File: config.mk
export PLATFORM = sky130hd
export DESIGN_NAME = html_strip_entity_decode_core_flat
export DESIGN_NICKNAME = d
export VERILOG_FILES = /design/src/hdl/hsed_pkg.sv /design/src/hdl/hsed_in_if.sv /design/src/hdl/hsed_out_if.sv /design/src/hdl/hsed_ctrl.sv /design/src/hdl/hsed_dp.sv /design/src/hdl/html_strip_entity_decode_core.sv /design/src/flat_wrapper.sv
export SDC_FILE = /design/constraint.sdc
export NUM_CORES = 1
export LEC_CHECK = 0
export ABC_AREA = 1
export BUFFER_PORTS_ARGS = -buffer_cell sky130_fd_sc_hd__buf_4
export CELL_PAD_IN_SITES_DETAIL_PLACEMENT = 1
export CELL_PAD_IN_SITES_GLOBAL_PLACEMENT = 2
export CORE_MARGIN = 5
export CORE_UTILIZATION = 25
export CTS_BUF_LIST = sky130_fd_sc_hd__clkbuf_16
export CTS_CLUSTER_DIAMETER = 200
export DETAILED_ROUTE_END_ITERATION = 12
export HOLD_SLACK_MARGIN = 0.03
export PLACE_DENSITY_LB_ADDON = 0.1
export SLEW_MARGIN = 15
export SYNTH_ARGS = -nofsm -noshare
export SYNTH_HDL_FRONTEND = slang
export SYNTH_SLANG_ARGS = --single-unit
File: constraint.sdc
create_clock -name i_clk -period 8.45 [get_ports i_clk]
set_input_delay 2.1125 -clock i_clk [delete_from_list [all_inputs] [get_ports i_clk]]
set_output_delay 2.1125 -clock i_clk [all_outputs]
set_load 0.01 [all_outputs]
File: src/hdl/hsed_pkg.sv
// Shared types and constants for the HTML tag strip / entity decode core.
// No dependencies.
`timescale 1ns / 1ps
`default_nettype none

package hsed_pkg;

    typedef logic [7:0] t_byte;

    localparam logic REQ_BYTE = 1'b0;
    localparam logic REQ_END  = 1'b1;

    localparam t_byte C_LT    = 8'h3C;
    localparam t_byte C_GT    = 8'h3E;
    localparam t_byte C_AMP   = 8'h26;
    localparam t_byte C_SEMI  = 8'h3B;
    localparam t_byte C_HASH  = 8'h23;
    localparam t_byte C_SPACE = 8'h20;
    localparam t_byte C_QUOT  = 8'h22;
    localparam t_byte C_APOS  = 8'h27;
    localparam t_byte C_NUL   = 8'h00;

    localparam logic [15:0] N_LT   = "lt";
    localparam logic [15:0] N_GT   = "gt";
    localparam logic [23:0] N_AMP  = "amp";
    localparam logic [31:0] N_QUOT = "quot";
    localparam logic [31:0] N_APOS = "apos";
    localparam logic [31:0] N_NBSP = "nbsp";

    // controller -> datapath
    typedef struct packed {
        logic feed_in;   // document byte transfer accepted
        logic end_acc;   // end-of-document transfer accepted
        logic replay;    // decoder input comes from the held bytes
        logic rstep;     // decode one held byte
        logic flush;     // push staged result as last
        logic estep;     // emit one held byte at end of document
    } t_cmd;

    // datapath -> controller
    typedef struct packed {
        logic out_free;
        logic miss;
        logic at_end;
        logic pending;
        logic cnt_zero;
    } t_sts;

endpackage

`default_nettype wire

File: src/hdl/hsed_in_if.sv
// Input channel: valid/ready with request type and document byte.
// Depends on hsed_pkg.
`timescale 1ns / 1ps
`default_nettype none

interface hsed_in_if;
    logic             valid;
    logic             ready;
    logic             req_type;
    hsed_pkg::t_byte  in_char;

    modport source (output valid, output req_type, output in_char, input ready);
    modport sink   (input valid, input req_type, input in_char, output ready);
endinterface

`default_nettype wire

File: src/hdl/hsed_out_if.sv
// Output channel: valid/ready with one decoded result.
// Depends on hsed_pkg.
`timescale 1ns / 1ps
`default_nettype none

interface hsed_out_if;
    logic             valid;
    logic             ready;
    hsed_pkg::t_byte  out_char;
    logic             char_valid;
    logic             doc_end;
    logic             run_last;

    modport source (output valid, output out_char, output char_valid, output doc_end,
                    output run_last, input ready);
    modport sink   (input valid, input out_char, input char_valid, input doc_end,
                    input run_last, output ready);
endinterface

`default_nettype wire

File: src/hdl/hsed_ctrl.sv
// Sequencing state machine: accept, replay of held bytes, flush, end of document.
// Depends on hsed_pkg.
`timescale 1ns / 1ps
`default_nettype none

module hsed_ctrl (
    input  logic            i_clk,
    input  logic            i_rst_n,
    input  logic            i_in_valid,
    input  logic            i_req_type,
    input  hsed_pkg::t_sts  i_sts,
    output logic            o_in_ready,
    output hsed_pkg::t_cmd  o_cmd
);
    import hsed_pkg::*;

    typedef enum logic [3:0] {
        S_IDLE   = 4'b0001,
        S_REPLAY = 4'b0010,
        S_FLUSH  = 4'b0100,
        S_EOD    = 4'b1000
    } t_state;

    t_state r_state;
    t_state n_state;
    logic   acc;

    always_comb begin
        n_state      = r_state;
        o_cmd        = '0;
        o_in_ready   = (r_state == S_IDLE) && i_sts.out_free;
        acc          = i_in_valid && o_in_ready;
        o_cmd.replay = (r_state == S_REPLAY);
        unique case (r_state)
            S_IDLE: begin
                if (acc) begin
                    if (i_req_type == REQ_BYTE) begin
                        o_cmd.feed_in = 1'b1;
                        if (i_sts.miss) begin
                            n_state = S_REPLAY;
                        end
                    end else begin
                        o_cmd.end_acc = 1'b1;
                        if (i_sts.pending && !i_sts.cnt_zero) begin
                            n_state = S_EOD;
                        end
                    end
                end
            end
            S_REPLAY: begin
                if (i_sts.out_free) begin
                    o_cmd.rstep = 1'b1;
                    if (!i_sts.miss && i_sts.at_end) begin
                        n_state = S_FLUSH;
                    end
                end
            end
            S_FLUSH: begin
                if (i_sts.out_free) begin
                    o_cmd.flush = 1'b1;
                    n_state     = S_IDLE;
                end
            end
            S_EOD: begin
                if (i_sts.out_free) begin
                    o_cmd.estep = 1'b1;
                    if (i_sts.at_end) begin
                        n_state = S_IDLE;
                    end
                end
            end
            default: n_state = S_IDLE;
        endcase
    end

    always_ff @(posedge i_clk) begin
        if (!i_rst_n) begin
            r_state <= S_IDLE;
        end else begin
            r_state <= n_state;
        end
    end

endmodule

`default_nettype wire

File: src/hdl/hsed_dp.sv
// Datapath: tag stripper, entity hold buffer and matcher, staging and output register.
// Depends on hsed_pkg.
`timescale 1ns / 1ps
`default_nettype none

module hsed_dp #(
    parameter int ENTITY_SPAN = 10
) (
    input  logic             i_clk,
    input  logic             i_rst_n,
    input  hsed_pkg::t_cmd   i_cmd,
    input  hsed_pkg::t_byte  i_in_char,
    output hsed_pkg::t_sts   o_sts,
    input  logic             i_out_ready,
    output logic             o_out_valid,
    output hsed_pkg::t_byte  o_out_char,
    output logic             o_char_valid,
    output logic             o_doc_end,
    output logic             o_run_last
);
    import hsed_pkg::*;

    localparam int CW = $clog2(ENTITY_SPAN + 1);
    localparam int IW = $clog2(ENTITY_SPAN);

    logic          r_inside, r_emitted, r_lws, r_pending;
    logic [CW-1:0] r_count, r_idx, r_len;
    t_byte         r_buf [ENTITY_SPAN];
    t_byte         r_stg;
    logic          r_out_valid;
    t_byte         r_out_char;
    logic          r_out_cv, r_out_de, r_out_last;

    logic          n_inside, n_emitted, n_lws, n_pending;
    logic [CW-1:0] n_count, cnt1;
    logic          s_feed;
    t_byte         s_char, d_char, d_gch, rd_char;
    logic          d_feed, d_gen, d_miss, d_we, upd;
    logic          m_lt, m_gt, m_amp, m_quot, m_apos, m_nbsp;
    logic          out_free, at_end;
    logic          ld, ld_cv, ld_de, ld_last;
    t_byte         ld_char;

    assign rd_char  = r_buf[r_idx[IW-1:0]];
    assign out_free = !r_out_valid || i_out_ready;
    assign at_end   = ((r_idx + CW'(1)) == r_len);
    assign cnt1     = r_count + CW'(1);

    // tag stripper
    always_comb begin
        n_inside  = r_inside;
        n_emitted = r_emitted;
        n_lws     = r_lws;
        s_feed    = 1'b0;
        s_char    = i_in_char;
        if (i_in_char == C_LT) begin
            n_inside = 1'b1;
        end else if (i_in_char == C_GT) begin
            n_inside = 1'b0;
            if (r_emitted && !r_lws) begin
                n_lws  = 1'b1;
                s_feed = 1'b1;
                s_char = C_SPACE;
            end
        end else if (!r_inside) begin
            n_emitted = 1'b1;
            n_lws     = (i_in_char == C_SPACE);
            s_feed    = 1'b1;
        end
    end

    // entity decoder
    assign d_char = i_cmd.replay ? rd_char : s_char;
    assign d_feed = i_cmd.replay || s_feed;
    assign upd    = (i_cmd.feed_in && s_feed) || i_cmd.rstep;

    assign m_lt   = (r_count == CW'(2)) && ({r_buf[0], r_buf[1]} == N_LT);
    assign m_gt   = (r_count == CW'(2)) && ({r_buf[0], r_buf[1]} == N_GT);
    assign m_amp  = (r_count == CW'(3)) && ({r_buf[0], r_buf[1], r_buf[2]} == N_AMP);
    assign m_quot = (r_count == CW'(4)) &&
                    ({r_buf[0], r_buf[1], r_buf[2], r_buf[3]} == N_QUOT);
    assign m_apos = (r_count == CW'(4)) &&
                    ({r_buf[0], r_buf[1], r_buf[2], r_buf[3]} == N_APOS);
    assign m_nbsp = (r_count == CW'(4)) &&
                    ({r_buf[0], r_buf[1], r_buf[2], r_buf[3]} == N_NBSP);

    always_comb begin
        n_pending = r_pending;
        n_count   = r_count;
        d_gen     = 1'b0;
        d_gch     = d_char;
        d_miss    = 1'b0;
        d_we      = 1'b0;
        if (!r_pending) begin
            if (d_char == C_AMP) begin
                n_pending = 1'b1;
                n_count   = '0;
            end else begin
                d_gen = 1'b1;
            end
        end else begin
            d_we = 1'b1;
            if (d_char == C_SEMI) begin
                n_pending = 1'b0;
                n_count   = '0;
                if (m_lt) begin
                    d_gen = 1'b1;
                    d_gch = C_LT;
                end else if (m_gt) begin
                    d_gen = 1'b1;
                    d_gch = C_GT;
                end else if (m_amp) begin
                    d_gen = 1'b1;
                    d_gch = C_AMP;
                end else if (m_quot) begin
                    d_gen = 1'b1;
                    d_gch = C_QUOT;
                end else if (m_apos) begin
                    d_gen = 1'b1;
                    d_gch = C_APOS;
                end else if (m_nbsp) begin
                    d_gen = 1'b1;
                    d_gch = C_SPACE;
                end else if (!((cnt1 >= CW'(3)) && (r_buf[0] == C_HASH))) begin
                    d_miss = 1'b1;
                end
            end else if (cnt1 == CW'(ENTITY_SPAN)) begin
                d_miss = 1'b1;
            end else begin
                n_count = cnt1;
            end
            if (d_miss) begin
                n_pending = 1'b0;
                n_count   = '0;
                d_gen     = 1'b1;
                d_gch     = C_AMP;
            end
        end
    end

    // result selection
    always_comb begin
        ld      = 1'b0;
        ld_char = r_stg;
        ld_cv   = 1'b1;
        ld_de   = 1'b0;
        ld_last = 1'b0;
        if (i_cmd.feed_in) begin
            if (s_feed && d_gen && !d_miss) begin
                ld      = 1'b1;
                ld_char = d_gch;
                ld_last = 1'b1;
            end
        end else if (i_cmd.rstep) begin
            ld = d_gen;
        end else if (i_cmd.flush) begin
            ld      = 1'b1;
            ld_last = 1'b1;
        end else if (i_cmd.end_acc) begin
            ld = 1'b1;
            if (r_pending) begin
                ld_char = C_AMP;
                ld_de   = (r_count == '0);
                ld_last = (r_count == '0);
            end else begin
                ld_char = C_NUL;
                ld_cv   = 1'b0;
                ld_de   = 1'b1;
                ld_last = 1'b1;
            end
        end else if (i_cmd.estep) begin
            ld      = 1'b1;
            ld_char = rd_char;
            ld_de   = at_end;
            ld_last = at_end;
        end
    end

    always_ff @(posedge i_clk) begin
        if (!i_rst_n) begin
            r_inside    <= 1'b0;
            r_emitted   <= 1'b0;
            r_lws       <= 1'b0;
            r_pending   <= 1'b0;
            r_count     <= '0;
            r_idx       <= '0;
            r_len       <= '0;
            r_out_valid <= 1'b0;
        end else begin
            if (i_cmd.feed_in) begin
                r_inside  <= n_inside;
                r_emitted <= n_emitted;
                r_lws     <= n_lws;
            end
            if (upd) begin
                r_pending <= n_pending;
                r_count   <= n_count;
            end
            if (upd && d_miss) begin
                r_idx <= '0;
                r_len <= cnt1;
            end else if (i_cmd.rstep || i_cmd.estep) begin
                r_idx <= r_idx + CW'(1);
            end
            if (i_cmd.end_acc) begin
                r_inside  <= 1'b0;
                r_emitted <= 1'b0;
                r_lws     <= 1'b0;
                r_pending <= 1'b0;
                r_count   <= '0;
                r_idx     <= '0;
                r_len     <= r_count;
            end
            if (ld) begin
                r_out_valid <= 1'b1;
            end else if (i_out_ready) begin
                r_out_valid <= 1'b0;
            end
        end
    end

    always_ff @(posedge i_clk) begin
        if (upd && d_we) begin
            r_buf[r_count[IW-1:0]] <= d_char;
        end
        if (upd && d_gen && (d_miss || i_cmd.rstep)) begin
            r_stg <= d_gch;
        end
        if (ld) begin
            r_out_char <= ld_char;
            r_out_cv   <= ld_cv;
            r_out_de   <= ld_de;
            r_out_last <= ld_last;
        end
    end

    always_comb begin
        o_sts.out_free = out_free;
        o_sts.miss     = d_feed && d_miss;
        o_sts.at_end   = at_end;
        o_sts.pending  = r_pending;
        o_sts.cnt_zero = (r_count == '0);
    end

    assign o_out_valid  = r_out_valid;
    assign o_out_char   = r_out_char;
    assign o_char_valid = r_out_cv;
    assign o_doc_end    = r_out_de;
    assign o_run_last   = r_out_last;

endmodule

`default_nettype wire

File: src/hdl/html_strip_entity_decode_core.sv
// Top level of the HTML tag strip and entity decode core.
// Depends on hsed_pkg, hsed_in_if, hsed_out_if, hsed_ctrl, hsed_dp.
//
//  channel | dir | handshake      | payload
//  --------+-----+----------------+---------------------------------------------
//  i_in    | in  | valid / ready  | req_type, in_char
//  o_out   | out | valid / ready  | out_char, char_valid, doc_end, run_last
//
// A document byte is taken in a single step. On an entity miss the held bytes
// (up to ENTITY_SPAN) are replayed through the decoder one at a time, repeated if the
// replay misses again, and then the last staged result is released.
// End of document gives its first result and then each held byte in turn.
// A full output register stalls every step; i_in.ready is low until the item is done.
// Synchronous active-low reset returns all state to the start of a document.
`timescale 1ns / 1ps
`default_nettype none

module html_strip_entity_decode_core #(
    parameter int ENTITY_SPAN = 10
) (
    input  logic         i_clk,
    input  logic         i_rst_n,
    hsed_in_if.sink      i_in,
    hsed_out_if.source   o_out
);
    import hsed_pkg::*;

    t_cmd cmd;
    t_sts sts;
    logic in_ready;

    hsed_ctrl u_ctrl (
        .i_clk      (i_clk),
        .i_rst_n    (i_rst_n),
        .i_in_valid (i_in.valid),
        .i_req_type (i_in.req_type),
        .i_sts      (sts),
        .o_in_ready (in_ready),
        .o_cmd      (cmd)
    );

    hsed_dp #(
        .ENTITY_SPAN (ENTITY_SPAN)
    ) u_dp (
        .i_clk        (i_clk),
        .i_rst_n      (i_rst_n),
        .i_cmd        (cmd),
        .i_in_char    (i_in.in_char),
        .o_sts        (sts),
        .i_out_ready  (o_out.ready),
        .o_out_valid  (o_out.valid),
        .o_out_char   (o_out.out_char),
        .o_char_valid (o_out.char_valid),
        .o_doc_end    (o_out.doc_end),
        .o_run_last   (o_out.run_last)
    );

    assign i_in.ready = in_ready;

    a_doc_end_is_last: assert property (@(posedge i_clk) disable iff (!i_rst_n)
        o_out.valid && o_out.doc_end |-> o_out.run_last)
        else $error("doc_end without run_last");

    a_empty_result: assert property (@(posedge i_clk) disable iff (!i_rst_n)
        o_out.valid && !o_out.char_valid |-> o_out.doc_end && (o_out.out_char == C_NUL))
        else $error("empty result outside end of document");

    a_ready_needs_room: assert property (@(posedge i_clk) disable iff (!i_rst_n)
        i_in.ready |-> !o_out.valid || o_out.ready)
        else $error("input taken while output register blocked");

    a_one_step: assert property (@(posedge i_clk) disable iff (!i_rst_n)
        $onehot0({cmd.feed_in, cmd.end_acc, cmd.rstep, cmd.flush, cmd.estep}))
        else $error("more than one datapath step in a cycle");

endmodule

`default_nettype wire

File: src/flat_wrapper.sv
// flat-port wrapper written by rule: the top's interface ports become plain ports
module html_strip_entity_decode_core_flat import hsed_pkg::*;
#(
    parameter int ENTITY_SPAN = 10
)
  (i_clk, i_rst_n, i_in_valid, i_in_req_type, i_in_in_char, i_in_ready, o_out_valid, o_out_out_char, o_out_char_valid, o_out_doc_end, o_out_run_last, o_out_ready);
  hsed_in_if i_in_i ();
  hsed_out_if o_out_i ();
  input  logic i_clk;
  input  logic i_rst_n;
  input wire logic [$bits(i_in_i.valid)-1:0] i_in_valid;
  input wire logic [$bits(i_in_i.req_type)-1:0] i_in_req_type;
  input wire logic [$bits(i_in_i.in_char)-1:0] i_in_in_char;
  output wire logic [$bits(i_in_i.ready)-1:0] i_in_ready;
  output wire logic [$bits(o_out_i.valid)-1:0] o_out_valid;
  output wire logic [$bits(o_out_i.out_char)-1:0] o_out_out_char;
  output wire logic [$bits(o_out_i.char_valid)-1:0] o_out_char_valid;
  output wire logic [$bits(o_out_i.doc_end)-1:0] o_out_doc_end;
  output wire logic [$bits(o_out_i.run_last)-1:0] o_out_run_last;
  input wire logic [$bits(o_out_i.ready)-1:0] o_out_ready;
  assign i_in_i.valid = i_in_valid;
  assign i_in_i.req_type = i_in_req_type;
  assign i_in_i.in_char = i_in_in_char;
  assign i_in_ready = i_in_i.ready;
  assign o_out_valid = o_out_i.valid;
  assign o_out_out_char = o_out_i.out_char;
  assign o_out_char_valid = o_out_i.char_valid;
  assign o_out_doc_end = o_out_i.doc_end;
  assign o_out_run_last = o_out_i.run_last;
  assign o_out_i.ready = o_out_ready;
  html_strip_entity_decode_core #(.ENTITY_SPAN(ENTITY_SPAN)) u_core (.i_clk(i_clk), .i_rst_n(i_rst_n), .i_in(i_in_i), .o_out(o_out_i));
endmodule
Word-level counts from Yosys, hierarchy flattened. Memories as Yosys holds them, arrays and structs flattened. A register that Yosys moved wholly into a read port is not among the register bits. Index checks and enable logic that the tools add are counted.

Register bits: 40. RAM bits: 80. Bits of input ports: 13. Output and inout bits: 13. Memories: 1.

Memory list: u_core.u_dp.r_buf (words 10, width 8, read ports 5, clocked after Yosys merged registers in 1, write ports 1, RTL line hsed_dp.sv:28) `t_byte r_buf [ENTITY_SPAN];`.

Add/sub/neg operators: 2. $lt $le $gt $ge: 1. Eq/ne operators: 32. Muxes and demuxes: 98. Bitwise gates (word level): 5. Reductions and logical operators: 44.

Operators with widths (number): two-way mux 8 bit (19); equality test 32 x 31 -> 1 bit (second input constant) (3); two-way mux 4 bit (18); two-way mux 1 bit (57); equality test 8 x 6 -> 1 bit (second input constant) (6); equality test 16 x 15 -> 1 bit (second input constant) (2); equality test 24 x 23 -> 1 bit (second input constant) (1); logical AND 1 bit (20); one-hot mux 4 bit (4 select lines) (1); equality test 4 x 2 -> 1 bit (second input constant) (3); adder 4 x 1 -> 4 bit (second input constant) (2); equality test 4 x 3 -> 1 bit (second input constant) (2); equality test 4 bit (second input constant) (2); != test 2 x 1 -> 1 bit (second input constant) (4); != test 2 bit (second input constant) (4); AND reduction 4 bit (2); AND reduction 8 bit (1); nonzero test 2 bit (4); two-way mux 6 bit (1); OR reduction 3 bit (2); logical NOT 1 bit (5); logical OR 1 bit (5); NOT 1 bit (5); equality test 4 x 1 -> 1 bit (second input constant) (1); other kinds (11) (12).

Logic depth before layout (Yosys ltp). Gate-level depths: netlist of run 1.

Word-level depth: 19. Depth in mapped cells: 21.

By module. A second synthesis of run 1 with hierarchy kept.

Cell total of the unflattened synthesis: 934. Area, all modules: 7732.4 um^2.

By module, submodules not included: hsed_dp (times used 1, cells each 860, area each 7328.3 um^2, seq. area each 3873.7 um^2); hsed_ctrl (times used 1, cells each 74, area each 404.1 um^2, seq. area each 80.1 um^2).

Worst setup path before layout of run 1. Ideal clock, no wire load.

Path type: input -> output. Start: input port o_out_ready. End: output port i_in_ready. Arrival: 2.511 ns. Data required time: 6.338 ns. Setup slack: 3.826 ns. Cell stages on the path: 2. Path through: nor2_1 > nor2_4.

Word-level cells in the longest chain between the ends: 2.

RTL lines: start, declared (RTL line flat_wrapper.sv:20) `input wire logic [$bits(o_out_i.ready)-1:0] o_out_ready;`; logical OR 1 bit (RTL line hsed_dp.sv:45) `assign out_free = !r_out_valid || i_out_ready;`; logical AND 1 bit (RTL line hsed_ctrl.sv:31) `o_in_ready = (r_state == S_IDLE) && i_sts.out_free;`; end, declared (RTL line flat_wrapper.sv:14) `output wire logic [$bits(i_in_i.ready)-1:0] i_in_ready;`.

Every way passes these cells.

Worst setup path in the final report of run 1. Same ends and word-level chain as after synthesis.

==> results of run 1 <==
==> area by class of cell <==
| type | instances | area [um^2] | area share |
|---|---|---|---|
| inverter | 117 | 442 | 0.0522 |
| clock buffer | 17 | 425 | 0.0503 |
| clock inverter | 15 | 130 | 0.0154 |
| tap | 384 | 480 | 0.0568 |
| multi-input combinational | 578 | 2830 | 0.334 |
| timing repair buffer | 27 | 203 | 0.0240 |
| sequential | 140 | 3960 | 0.467 |
==> cell families after synthesis <==
logic type | after synthesis | synth area share
xor gates and xnor gates | 6 | 0.00712
and+or+nand+nor | 485 | 0.302
AOI/OAI and AO/OA | 80 | 0.0622
DFF | 140 | 0.536
buffers and inverters | 137 | 0.0811
adders and majority gates | 7 | 0.0119
==> cells in the mapped netlist (all sizes together) <==
| library cell | number | area [um^2] |
|---|---|---|
| a211oi | 1 | 7.51 |
| clkinv | 2 | 7.51 |
| o21ai | 42 | 218 |
| nand3b | 1 | 7.51 |
| inv | 115 | 434 |
| nor4 | 2 | 12.5 |
| o221ai | 1 | 8.76 |
| a311oi | 1 | 8.76 |
| dfxtp | 25 | 500 |
| xnor2 | 3 | 26.3 |
| o22ai | 4 | 25.0 |
| nor2 | 108 | 450 |
| or2 | 7 | 43.8 |
| o211ai | 6 | 60.1 |
| nor3 | 20 | 123 |
| nand2 | 224 | 893 |
| ha | 7 | 87.6 |
| nand4 | 20 | 125 |
| nand3 | 98 | 538 |
| and2 | 2 | 12.5 |
| nor3b | 1 | 7.51 |
| buf | 17 | 144 |
| clkbuf | 3 | 12.5 |
| xor2 | 3 | 26.3 |
| and3 | 2 | 12.5 |
| edfxtp | 115 | 3450 |
| o31ai | 1 | 7.51 |
| a21oi | 23 | 115 |
| a221oi | 1 | 8.76 |
==> worst reg2reg max path, stage by stage, from the launching register on <==
cell	delay [ps]
dfxtp_2	310
buf_4	500
inv_2	560
nand2_1	170
nand3_1	100
nand3_1	160
nand2_1	70
nand2_1	160
nand3_1	110
nand2_1	660
nand2_1	160
nor2_2	130
nand2_2	100
nand2_4	120
nand3_4	100
nand2_4	170
nand3_4	110
nand2_1	430
==> registers in the layout, summed over array words and instances, names as in the netlist, 4 cells and up, named ones only <==
name,flops
u_core.u_dp.r_len,4
u_core.u_dp.r_stg,8
u_core.u_dp.o_out_char,8
u_core.u_dp.r_count,4
u_core.u_ctrl.r_state,4
u_core.u_dp.r_buf,96
u_core.u_dp.r_idx,4
==> routing by layer <==
layer / GRT usage / routed length (um)
met2: 0.264 / 12400
met5: 0 / 0
met1: 0.203 / 11900
met3: 0.0220 / 406
met4: 0.0351 / 230
==> placed cells by master, fill, tap and decap left out, types with 3 or more instances in the layout <==
master / instances
nand3_4: 3
nor2_2: 3
nor3_1: 18
o211ai_1: 3
nand4_1: 20
o22ai_1: 4
xnor2_1: 3
edfxtp_1: 115
o21ai_0: 26
inv_8: 4
o21ai_1: 14
inv_2: 10
nand3_1: 93
nor2_4: 5
nor2_1: 100
ha_1: 7
nand2_1: 209
clkinvlp_4: 3
dfxtp_1: 24
xor2_1: 3
inv_6: 4
o211ai_2: 3
or2_2: 7
nand2_4: 3
a21oi_1: 23
clkbuf_16: 17
inv_1: 104
nand2_2: 12
buf_4: 27
==> worst paths after layout <==
| check | endpoint | slack [ps] | cells past startpoint |
|---|---|---|---|
| min reg2reg | u_core.u_dp.r_emitted | 480 | 2 |
| min | u_core.u_dp.r_emitted | 480 | 2 |
| max reg2reg | u_core.u_dp.o_out_char[4] | 3970 | 17 |
| max | i_in_ready | 3460 | 4 |
==> report_power, final <==
part | leakage (nW) | switching [mW] | internal [mW]
registers | 1.24 | 0.0249 | 0.808
logic | 1.81 | 0.291 | 0.125
clock network | 0.268 | 0.336 | 0.387
==> per-stage QoR <==
stage                     utilization  hold slack (ps)  power [mW]  std cells  cell area (um^2)
after floorplan                     -              436        1.11        855              7380
after global placement          0.273              449        1.27       1246              7910
after detailed placement        0.273              479        1.28       1246              7910
after CTS                       0.292              488        2.00       1278              8460
after global routing            0.292              519        2.08       1278              8460
final                           0.292              478        1.97       1278              8460
==> impl_results.md, run 1 <==
* Run status: finished clean
* Fmax at about 0.20 GHz
* Hold Violations, Final at 0
* Clock sink total at 140
* DR vias/cell at ~4.6
* Layout cells sized above 1 at 0.126
* Die area at 33000 um^2
* WP data arrival at 2880 ps
* Crit. End Element: output pin
* Layout filler cell count at around 3400
* Mapped Cells at 855
* Startpoint Class: input pin
* Crit path buffers/inverters at 2
* Min Tclk post-route at 4990 ps
* Core box area at 28900 um^2
* GR Overflow Total at 0
* Synth Cell Area at roughly 7400 um^2
* Total global-route track usage at 0.153
* Largest net degree at the start of global routing at 58
* Die height at 182 um
* CTS Buffer Depth at 2
* Initial antenna violation count at 0
* # Post-CTS Setup Buffers at 0
* DP Wirelength at 18600 um
* GP Congestion at 0.792
* First-pass GRT wire length at 38400 um
* Crit path from: o_out_ready
* Syn_area_per_cell at roughly 8.6 um^2
* Area growth syn-to-layout at 14.7%
* RSZ-0062 raised after global routing: no
* CP max FO at 6
* Die Wd at about 180 um
* Initial core utilization at 0.255
* Synth warnings at 0
* Slew Viols, Final at 0
* Worst skew pair latency at 430 ps
* Row cnt at 62
* Final ANT Viol Nets at 0
* Drt drc at 0
* Initial DRC Count at 303
* Hold_buf cts at 0
* Crit Path Class: input pin to output pin
* Ant diodes at 0
* Measured slew at the worst slew-check pin at approximately 860 ps
* Setup TNS at 0 ps
* Pre-CTS setup slack at 3460 ps
* Via count at roughly 5900
* I/O pins at 26
* P per Cell Area at 233 nW/um^2
* #FFs+latches synth at 140
* Vias in the first global route at 6396
* Hold Path Class: flip-flop to flip-flop
* Total CTS buffers at 17
* H-Tree Depth at 4
* Drt first pass iters at 4
* Crit path top cell by count: buf_4
* Net Count, Synth at slightly below 900
* Final worst path period share at 0.591
* # Max-Cap Violations at 0
* Slack of the critical path at 3460 ps
* WP data required at between 6000 and 7000 ps
* Slowest-stage cell, CP: nor2_1
* Yosys cell types at between 40 and 50
* Clock Skew at between 20 and 25 ps
* Worst-path cell chain: buf_4 > nor2_1 > nor2_4 > buf_4
* Root Driver: clkbuf_16
* Worst-path clk slew at 60 ps
* Largest stage delay, worst path at 400 ps
* I/O Buffers at 25
* Maximum vdd drop at about 0.00012 V
* HP Start: u_core.u_dp.r_emitted
* Post-CTS Resized at 0
* Post-synthesis sequential area ratio at 0.536
* Leak at 3.32 nW
* TritonCTS clock tree: done
* Slew headroom at 0.423
* CP top delay family: simple AND/OR/NAND/NOR gates
* Wire per inst at 19.5 um
* Routed WL at 24900 um
* Nets at ~900
* Final setup vio count at 0
No activity file was read; power rests on OpenSTA's default activity.
==> run 2, diff against run 1 <==
==> constraint.sdc (replaced) <==
create_clock -name i_clk -period 4.7 [get_ports i_clk]
set_input_delay 1.175 -clock i_clk [delete_from_list [all_inputs] [get_ports i_clk]]
set_output_delay 1.175 -clock i_clk [all_outputs]
set_load 0.01 [all_outputs]
==> run 2 against run 1 <==
First-iteration DRC count rose by 20%; clock-buffer cell count did not move; core utilization grew 0.20 points; clock power increased by 87%; critical path depth up 13; setup slack lost 2500 ps; sequential share of layout area down 0.32 points; worst hold slack worse by 12 ps; register-to-register slack got worse by 3000 ps; sequential power is 80% higher; critical endpoint is now u_core.u_dp.o_char_valid; largest cell class unchanged; highest routed layer unchanged.
==> impl_results.md, run 2 (same netlist as run 1, synthesis figures left out) <==
* Worst-path clk slew at 70 ps (was 60 ps)
* Drt drc at 0 (unchanged)
* Hold Violations, Final at 0 (unchanged)
* # Post-CTS Setup Buffers at 0 (unchanged)
* Commonest non-fill, non-tap cell in the layout: nand2_1 (unchanged)
* Die height at 182 um (unchanged)
* P per Cell Area at 422 nW/um^2 (was 233 nW/um^2)
* Initial antenna violation count at 0 (unchanged)
* Setup TNS at 0 ps (unchanged)
* Hold Path Class: flip-flop to flip-flop (unchanged)
* Slew headroom at 0.466 (was 0.423)
* Routed WL at 25300 um (was 24900 um)
* Measured slew at the worst slew-check pin at 794 ps (was 863 ps)
* Final std cells w/o fill at 1282 (was 1278)
* CTS Buffer Depth at 2 (unchanged)
* Nets at 905 (was 901)
* Leak at 3.35 nW (was 3.32 nW)
* Post-CTS Resized at 0 (unchanged)
* Maximum vdd drop at 0.000185 V (was 0.000124 V)
* Die area at 33000 um^2 (unchanged)
* Slew Viols, Final at 0 (unchanged)
* Startpoint Class: flip-flop (was input pin)
* Core box area at 28900 um^2 (unchanged)
* First-pass GRT wire length at 38800 um (was 38400 um)
* Total global-route track usage at 0.155 (was 0.153)
* Vias in the first global route at 6384 (was 6396)
* CP max FO at 56 (was 6)
* Layout cells sized above 1 at 0.129 (was 0.126)
* Design area at 8520 um^2 (was 8460 um^2)
* DP Wirelength at 19100 um (was 18600 um)
* Final worst path period share at 0.789
* Clock sink total at 140 (unchanged)
* GR Overflow Total at 0 (unchanged)
* I/O Buffers at 25 (unchanged)
* Wire per inst at 19.8 um (was 19.5 um)
* Worst skew pair latency at 430 ps (about the same)
* Root Driver: clkbuf_16 (unchanged)
* Crit. End Element: flip-flop (was output pin)
* Run status: finished clean (unchanged)
* Total CTS buffers at 17 (unchanged)
* H-Tree Depth at 4 (unchanged)
* WP data required at 4760 ps (was 6340 ps)
* Placed insts at 1250 (was 1246)
* Final ANT Viol Nets at 0 (unchanged)
* DR vias/cell at 4.61 (was 4.62)
* GP Congestion at 0.798 (was 0.792)
* Die Wd at 182 um (unchanged)
* Via count at 5911 (was 5910)
* Max reg flops at 96 (unchanged)
* Min Tclk post-route at 3710 ps
* Area growth syn-to-layout at 15.5% (was 14.7%)
* Most frequent cells in the layout: 209 x nand2_1, 115 x edfxtp_1, 105 x inv_1 (was 209 x nand2_1, 115 x edfxtp_1, 104 x inv_1)
* Initial DRC Count at 363 (was 303)
* Crit Path Class: flip-flop to flip-flop (was input pin to output pin)
* # Max-Cap Violations at 0 (unchanged)
* Fmax at around 0.27 GHz
* Clock Skew at 21.7 ps (was 21.8 ps)
* Ant diodes at 0 (unchanged)
* TritonCTS clock tree: done (unchanged)
* Drt first pass iters at 4 (unchanged)
* RSZ-0062 raised after global routing: no (unchanged)
* I/O pins at 26 (unchanged)
* Hold_buf cts at 0 (unchanged)
* Largest net degree at the start of global routing at 57 (was 58)
* WP data arrival at 3770 ps (was 2880 ps)
* Dpl cell area at 7940 um^2 (was 7910 um^2)
* Row cnt at 62 (unchanged)
* Initial core utilization at 0.255 (unchanged)
* Final setup vio count at 0 (unchanged)
## run 2: through the flow
stage           util  power (mW)  worst slack (ps)  hold slack [ps]
2_1_floorplan      -        2.00              1480              436
3_3_place_gp   0.274        2.29               807              460
3_5_place_dp   0.274        2.30               701              458
4_1_cts        0.294        3.66               867              467
5_1_grt        0.294        3.79               546              498
6_report       0.294        3.60               993              466
## run 2: report_power, final
| group | total, mW | internal [mW] | switching [mW] |
|---|---|---|---|
| logic | 0.749 | 0.229 | 0.520 |
| clock network | 1.35 | 0.748 | 0.601 |
| registers | 1.50 | 1.45 | 0.0442 |
| total | 3.60 | 2.43 | 1.17 |
## run 2: layout make-up
type                            instances  area [um^2]
Fill cell                            3387        20400
Sequential cell                       140         3960
Multi-Input combinational cell        578         2830
Tap cell                              384          480
Inverter                              117          442
Clock buffer                           17          425
Timing Repair Buffer                   31          233
Clock inverter                         15          158
## run 2: critical path, stage by stage, from the launching register on
cell and delay [ps]:
dfxtp_2 360, buf_4 510, nand2_1 100, nand2_1 100
nand2_1 70, nand3_1 170, nand2_1 80, nand2_1 110
nand3_1 110, nand2_2 410, nand2_2 150, nor2_1 150
nand2_2 90, nand2_4 120, nand3_4 100, nand2_4 170
nand3_4 100, nand2_1 410
## run 2: path summary, 6_finish.rpt
kind	start	to	slack [ps]	cells past startpoint
setup reg to reg	flip-flop	u_core.u_dp.o_char_valid	990	17
setup / recovery	flip-flop	u_core.u_dp.o_char_valid	990	17
hold reg to reg	u_core.u_dp.r_emitted	u_core.u_dp.r_emitted	470	2
hold / removal	u_core.u_dp.r_emitted	u_core.u_dp.r_emitted	470	2
## run 2: per-layer routing
metal	global-route usage	wire length (um)
met1	0.208	12000
met3	0.0216	692
met2	0.265	12400
met5	0	0
met4	0.0357	221
